[config.mk]
export PLATFORM = sky130hd
export DESIGN_NAME = gqaosa_div
export DESIGN_NICKNAME = d
export VERILOG_FILES = /design/src/hw/rtl/gqa_online_softmax_attention_unit_assert.svh /design/src/hw/rtl/gqaosa_div.sv
export SDC_FILE = /design/constraint.sdc
export NUM_CORES = 1
export LEC_CHECK = 0
export BUFFER_PORTS_ARGS = -buffer_cell sky130_fd_sc_hd__buf_2
export CORE_MARGIN = 4
export CORE_UTILIZATION = 31
export CTS_BUF_LIST = sky130_fd_sc_hd__clkbuf_8 sky130_fd_sc_hd__clkbuf_16
export DETAILED_ROUTE_END_ITERATION = 6
export GPL_TIMING_DRIVEN = 0
export SETUP_SLACK_MARGIN = 0.05
export SYNTH_ARGS = -nofsm -noshare
export SYNTH_HDL_FRONTEND = slang
export SYNTH_SLANG_ARGS = --single-unit
[constraint.sdc]
create_clock -name clock -period 12.05 [get_ports clock]
set_input_delay 1.8075 -clock clock [delete_from_list [all_inputs] [get_ports clock]]
set_output_delay 1.8075 -clock clock [all_outputs]
set_load 0.03 [all_outputs]
[src/hw/rtl/gqa_online_softmax_attention_unit_assert.svh]
// ---------------------------------------------------------------------------
// Assertion macros for the GQA online softmax attention unit
// Shared forms for the concurrent checks at the end of the top level.
// ---------------------------------------------------------------------------
`ifndef GQA_ONLINE_SOFTMAX_ATTENTION_UNIT_ASSERT_SVH
`define GQA_ONLINE_SOFTMAX_ATTENTION_UNIT_ASSERT_SVH

// The consequent must hold in the same cycle as the antecedent.
`define GQA_ASSERT_IMP(lbl, clk, rst, ante, cons) \
   lbl: assert property (@(posedge clk) disable iff (rst) (ante) |-> (cons)) \
      else $error("GQA unit: same-cycle check failed");

// The consequent must hold in the cycle after the antecedent.
`define GQA_ASSERT_NXT(lbl, clk, rst, ante, cons) \
   lbl: assert property (@(posedge clk) disable iff (rst) (ante) |=> (cons)) \
      else $error("GQA unit: next-cycle check failed");

`endif

[src/hw/rtl/gqaosa_div.sv]
// ---------------------------------------------------------------------------
// Restoring divider
// Unsigned division, one quotient bit per cycle.
// ---------------------------------------------------------------------------
module gqaosa_div #(
   parameter int NW = 64,
   parameter int DW = 48
) (
   input  logic          clock,
   input  logic          reset,
   input  logic          start,
   input  logic [NW-1:0] num,
   input  logic [DW-1:0] den,
   output logic          done,
   output logic [NW-1:0] quo
);

   localparam int CNTW = $clog2(NW + 1);

   logic            busy_ff;
   logic            done_ff;
   logic [CNTW-1:0] cnt_ff;
   logic [DW:0]     rem_ff;
   logic [NW-1:0]   quo_ff;
   logic [DW-1:0]   den_ff;
   logic [DW:0]     shifted;
   logic            fits;

   // The remainder stays below the divisor, so the shifted value fits DW+1 bits.
   assign shifted = {rem_ff[DW-1:0], quo_ff[NW-1]};
   assign fits    = shifted >= {1'b0, den_ff};

   always_ff @(posedge clock) begin
      if (reset) begin
         busy_ff <= 1'b0;
         done_ff <= 1'b0;
         cnt_ff  <= '0;
      end else begin
         done_ff <= 1'b0;
         if (start) begin
            busy_ff <= 1'b1;
            cnt_ff  <= CNTW'(NW);
            rem_ff  <= '0;
            quo_ff  <= num;
            den_ff  <= den;
         end else if (busy_ff) begin
            rem_ff <= fits ? (shifted - {1'b0, den_ff}) : shifted;
            quo_ff <= {quo_ff[NW-2:0], fits};
            cnt_ff <= cnt_ff - 1'b1;
            if (cnt_ff == CNTW'(1)) begin
               busy_ff <= 1'b0;
               done_ff <= 1'b1;
            end
         end
      end
   end

   assign done = done_ff;
   assign quo  = quo_ff;

endmodule

==> flow_summary.json, run 1 <==
{
  "outcome": "finished clean",
  "min_to": "cnt_ff[1]",
  "synth_cell_types": 66,
  "hold_path_class": "reg2reg",
  "hpwl_mm": 19.5,
  "grt_pass1_wl_mm": 40.9,
  "maxCapViolCount": 0,
  "nFillCells": 3068,
  "endpoint_kind": "flip-flop",
  "drtIter0Drc": 446,
  "die_h_um": 184,
  "cts_made_buffers": 17,
  "required_ps": 12200,
  "ir_drop_v": 0.0000956,
  "crit_arrival_ps": 4530,
  "p_int_mw": 1.19,
  "rr_endpoint": "rem_ff[40]",
  "worst-setup-path-type": "in2reg",
  "min-delay-start": "cnt_ff[1]",
  "syn_to_final_growth_pct": 21.7,
  "finalSetupTns_ps": 0,
  "core_area_mm2": 0.0307,
  "vias": 7523,
  "p_switching_mw": 0.573,
  "viasPerCell": 5.05,
  "syn-num-nets": 1043,
  "path_clk_slew_ps": 80,
  "r2r-start": "quo[63]",
  "ios": 180,
  "synth.most_common_cell": "edfxtp_1",
  "postCtsSetupBuffers": 0,
  "gp_congestion": 0.880,
  "overflow": 0,
  "drc": 0,
  "yosysTopAreaCellShare_pct": 49.8,
  "cts_buffer_depth": 2,
  "wl_per_cell_um": 17.2,
  "start_util_pct": 31.5,
  "hold_depth": 2,
  "whs_ps": 511,
  "cts_tree": "built",
  "tightest_slew_ps": 850,
  "syn_area_mm2": 0.00966,
  "setup_viol": 0,
  "nets": 1245,
  "max_freq_mhz": 228,
  "multi_input_area_mm2": 0.00425,
  "rows": 64,
  "grt_max_degree": 34,
  "die_area_mm2": 0.0340,
  "syn_area_per_cell_um2": 11.0,
  "clkPwrFrac_pct": 32.2,
  "grt_pass1_vias": 7728,
  "synth_common_cells": "edfxtp_1 (160), nor2_1 (103), a21oi_1 (82)",
  "r2r_cells": 13,
  "start_kind": "input port",
  "synth.area.top_cells": "edfxtp_1 (50%), mux2_2 (7.3%), ha_1 (6.5%)",
  "hold_buffers": 0,
  "p_total_mw": 1.76,
  "pwr-share-comb_pct": 26.5,
  "cts_root_buffer": "clkbuf_16",
  "synth_top_cell_by_area": "edfxtp_1",
  "drtPass1Iterations": 5,
  "period_needed_ps": 4380,
  "fp.dieW_um": 184,
  "ant_nets": 0,
  "routed_wirelength_mm": 25.6,
  "finalHoldViolCount": 0,
  "synth-async-reset-ratio_pct": 0,
  "cp_max_fo": 33,
  "r2r_setup_slack_ps": 7710,
  "numClockSinks": 169,
  "layout-drive-gt1-share_pct": 27.9,
  "synth_edf_count": 160,
  "synth_ff_type": "edfxtp_1",
  "track_usage_pct": 15.2,
  "slew-limit-headroom_pct": 43.2,
  "synth_cells": 877,
  "port_buffers": 179,
  "finalMaxSlewViolations": 0,
  "synth-warning-count": 0,
  "synth_seq_area_share_pct": 51.6,
  "p_sw_share_pct": 32.6,
  "insertion_delay_ps": 440,
  "p_per_area_mw_per_mm2": 150,
  "leakagePower_nw": 4.82,
  "min_period_over_period_pct": 36.4,
  "cts_resized": 0,
  "register_area_mm2": 0.00498,
  "skew_ps": 13.1,
  "rsz0062_at_grt": "no",
  "power_frac_seq_pct": 41.3,
  "antenna_found_initial": 7,
  "h-tree-depth": 4,
  "ys_ff_latch": 169
}
state kept, by name, summed over array words and instances (netlist names):
signal and flops:
busy_ff 1, done 1, quo 64, cnt_ff 7, den_ff 48, rem_ff 48
power groups by stage:
stage / sequential (mW) / combinational [mW] / clock (mW)
after floorplan: 0.766 / 0.315 / 0
after global placement: 0.745 / 0.455 / 0
after detailed placement: 0.740 / 0.465 / 0
after CTS: 0.728 / 0.467 / 0.582
after global routing: 0.733 / 0.521 / 0.606
final: 0.727 / 0.467 / 0.566
metal layers:
layer	part of all wire [%]	GRT usage, %	vias to the layer above
met5	0.24	0	-
met4	2.0	4.76	10
met3	8.9	5.68	39
met2	46	24.8	245
met1	43	18.8	3597
li1	-	-	3632
metrics by stage:
step	cell area (um^2)	utilization [%]	instances	setup WS (ps)
6_report	11800	38.3	1490	7670
5_1_grt	11700	38.3	1489	7420
4_1_cts	11700	38.3	1488	7560
3_5_place_dp	11100	36.3	1456	7110
3_3_place_gp	11000	36.0	1452	1090
2_1_floorplan	9660	-	877	4330
cell families (layout without fill, tap and decap cells):
family	after synthesis	count (layout)	share of synthesized area (%)
XOR/XNOR	46	46	4.17
other	0	2	0
adder cells (fa/ha/maj)	51	51	6.69
AND/OR/NAND/NOR	244	244	11.9
flip-flops	169	169	51.6
buffers and inverters	103	318	4.54
multiplexers	73	73	8.38
AO/OA/AOI/OAI	191	191	12.7
worst max-delay path: stages:
cell and delay [ps]:
buf_2 120, clkbuf_1 520, clkbuf_1 630, nor2_1 180, nor2_4 690, buf_12 300
buf_12 230
final cells by class:
cell class                      count  share of cell area [%]
Inverter                           61                    1.99
Clock buffer                       17                    3.62
Clock inverter                     15                    1.52
Multi-Input combinational cell    605                    36.1
Timing Repair Buffer              183                    8.30
Tap cell                          396                    4.22
Sequential cell                   169                    42.4
Antenna cell                        2                  0.0426
Buffer                             42                    1.74
how the worst max path moves through the flow:
stage          slack, ps  depth (start not counted)       to  startpoint
2_1_floorplan       4330                          4   quo[0]       start
3_3_place_gp        1090                          5  quo[36]       start
3_5_place_dp        7110                          7  quo[32]       start
4_1_cts             7560                          7  quo[48]       start
5_1_grt             7420                          7  quo[28]       start
6_report            7670                          7  quo[37]       start
placed cells by master (no fill, tap or decap), drive strengths merged, types with 3 or more instances in the layout:
master,instances
buf,195
edfxtp,160
nor2,103
a21oi,82
inv,68
mux2,63
ha,50
clkbuf,47
nand2,41
xnor2,27
o21ai,25
nand3,23
a21o,19
xor2,19
nand4,12
nor3,11
mux2i,10
a31oi,9
o21bai,9
and3,9
dfxtp,9
nor2b,8
nand2b,8
and2,7
a211oi,6
clkinv,6
or3,5
o31ai,5
or2,4
nor4,4
a31o,4
a221o,3
o211ai,3
a311oi,3
a2111oi,3
No activity file was read; power rests on OpenSTA's default activity.
==> run 2, diff against run 1 <==
==> constraint.sdc (replaced) <==
create_clock -name clock -period 4.1 [get_ports clock]
set_input_delay 0.615 -clock clock [delete_from_list [all_inputs] [get_ports clock]]
set_output_delay 0.615 -clock clock [all_outputs]
set_load 0.03 [all_outputs]
==> flow_summary.json, run 2 (synthesis gave the netlist of run 1 again) <==
{
  "outcome": "finished clean",
  "nets": 1246,
  "cts_tree": "built",
  "p_sw_share_pct": 32.0,
  "required_ps": 4250,
  "wl_per_cell_um": 17.3,
  "antenna_found_initial": 9,
  "hpwl_mm": 19.7,
  "mostFrequentLayoutCells": "buf_2 (186), edfxtp_1 (160), nor2_1 (101)",
  "syn_to_final_growth_pct": 22.0,
  "gp_congestion": 0.869,
  "dp_slack_ps": -130,
  "die_area_mm2": 0.0340,
  "start_kind": "flip-flop",
  "cts_root_buffer": "clkbuf_16",
  "crit_chain": "inv_1 > ha_1 > fa_1 > nand2b_1 > a21oi_1 > o21ai_0 > o21ai_2 > o211ai_1 > o31ai_2 > a31oi_1 > o21ai_1 > xnor2_1 > a211oi_2",
  "insertion_delay_ps": 440,
  "power_frac_seq_pct": 41.0,
  "cts_made_buffers": 17,
  "ir_drop_v": 0.000315,
  "rows": 64,
  "routed_wirelength_mm": 25.7,
  "clkPwrFrac_pct": 32.7,
  "grt_max_degree": 29,
  "die_h_um": 184,
  "finalHoldViolCount": 0,
  "crit_arrival_ps": 3970,
  "critPathSlowestCell": "edfxtp_1",
  "hold_path_class": "in2reg",
  "crit_family": "compound AO/OA/AOI/OAI gates",
  "h-tree-depth": 4,
  "start_util_pct": 31.5,
  "leakagePower_nw": 4.83,
  "multi_input_area_mm2": 0.00426,
  "viasPerCell": 5.02,
  "ant_nets": 0,
  "p_per_area_mw_per_mm2": 443,
  "ios": 180,
  "max_stage_delay_ps": 410,
  "track_usage_pct": 15.3,
  "port_buffers": 179,
  "p_switching_mw": 1.67,
  "utilization_pct": 38.4,
  "setup_viol": 0,
  "critPathBufInv": 1,
  "drtIter0Drc": 473,
  "largest_reg_flops": 64,
  "setup_slack_ps": 285,
  "slew-limit-headroom_pct": 53.8,
  "hold_buffers": 0,
  "min_period_over_period_pct": 93.1,
  "drtPass1Iterations": 5,
  "nFillCells": 3052,
  "tightest_slew_ps": 691,
  "grt_pass1_wl_mm": 40.9,
  "numClockSinks": 169,
  "core_area_mm2": 0.0307,
  "fp.dieW_um": 184,
  "period_needed_ps": 3820,
  "max_freq_mhz": 262,
  "layout-drive-gt1-share_pct": 28.2,
  "vias": 7486,
  "p_int_mw": 3.55,
  "drc": 0,
  "finalMaxSlewViolations": 0,
  "maxCapViolCount": 0,
  "overflow": 0,
  "path_clk_slew_ps": 80,
  "cts_buffer_depth": 2,
  "grt_pass1_vias": 7768,
  "rsz0062_at_grt": "no",
  "worst-setup-path-type": "reg2reg",
  "endpoint_kind": "flip-flop",
  "pwr-share-comb_pct": 26.3,
  "postCtsSetupBuffers": 0,
  "cp_max_fo": 4,
  "final_common_cell": "buf_2",
  "skew_ps": 14.9,
  "register_area_mm2": 0.00498
}
run 2: changes by cell type in the layout (fill, tap and decap cells not counted), moves of 2 or more:
cell	change
o21ai_0	-2
clkinv_4	-2
clkinv_8	-2
inv_8	+2
run 2: timing repair:
action / 4_1_cts / 5_1_grt
setup endpoints to repair: 2 / 1
gates resized for setup: 2 / 2
cloned: 0 / 0
run 2: path summary, 6_finish.rpt:
path                   from          to  slack, ps  cells past startpoint
setup / recovery    quo[63]  rem_ff[40]        280                     13
hold / removal       den[3]   den_ff[3]        340                      1
setup reg to reg    quo[63]  rem_ff[40]        280                     13
hold reg to reg   cnt_ff[1]   cnt_ff[1]        510                      2
run 2: power groups by stage:
| stage | sequential [mW] | clock [mW] | combinational, mW |
|---|---|---|---|
| 2_1_floorplan | 2.24 | 0 | 0.927 |
| 3_3_place_gp | 2.18 | 0 | 1.34 |
| 3_5_place_dp | 2.17 | 0 | 1.37 |
| 4_1_cts | 2.14 | 1.75 | 1.38 |
| 5_1_grt | 2.15 | 1.82 | 1.54 |
| 6_report | 2.14 | 1.71 | 1.37 |
run 2: layout make-up:
type	instances	area share [%]
flip-flops and latches	169	42.3
inverters	61	1.99
diodes	1	0.0212
repair buffers	184	8.45
multi-input cells	605	36.1
clock inverters	15	1.57
well taps	396	4.20
plain buffers	42	1.73
clock buffers	17	3.61
run 2: stage by stage:
stage / hold WS [ps] / total power, mW / std cells / setup TNS, ps / instance area [um^2]
after global routing: 313 / 5.52 / 1489 / 0 / 11800
after detailed placement: 501 / 3.55 / 1457 / -130 / 11200
final: 341 / 5.22 / 1490 / 0 / 11800
after floorplan: 469 / 3.17 / 877 / 0 / 9660
after CTS: 319 / 5.27 / 1489 / 0 / 11800
after global placement: 482 / 3.52 / 1452 / -143500 / 11100
run 2: layer usage:
metal | routed length, um | share of wire, % | track usage, % | vias to the layer above
li1 | - | - | - | 3630
met5 | 105 | 0.41 | 0 | -
met4 | 500 | 1.9 | 4.61 | 16
met2 | 12100 | 47 | 25.3 | 256
met3 | 2320 | 9.0 | 6.22 | 42
met1 | 10700 | 42 | 18.5 | 3542
run 2: worst reg2reg max path, stage by stage (launching register included):
cell	delay, ps
edfxtp_1	410
inv_1	60
ha_1	220
fa_1	400
nand2b_1	180
a21oi_1	250
o21ai_0	270
o21ai_2	300
o211ai_1	210
o31ai_2	400
a31oi_1	300
o21ai_1	290
xnor2_1	160
a211oi_2	90
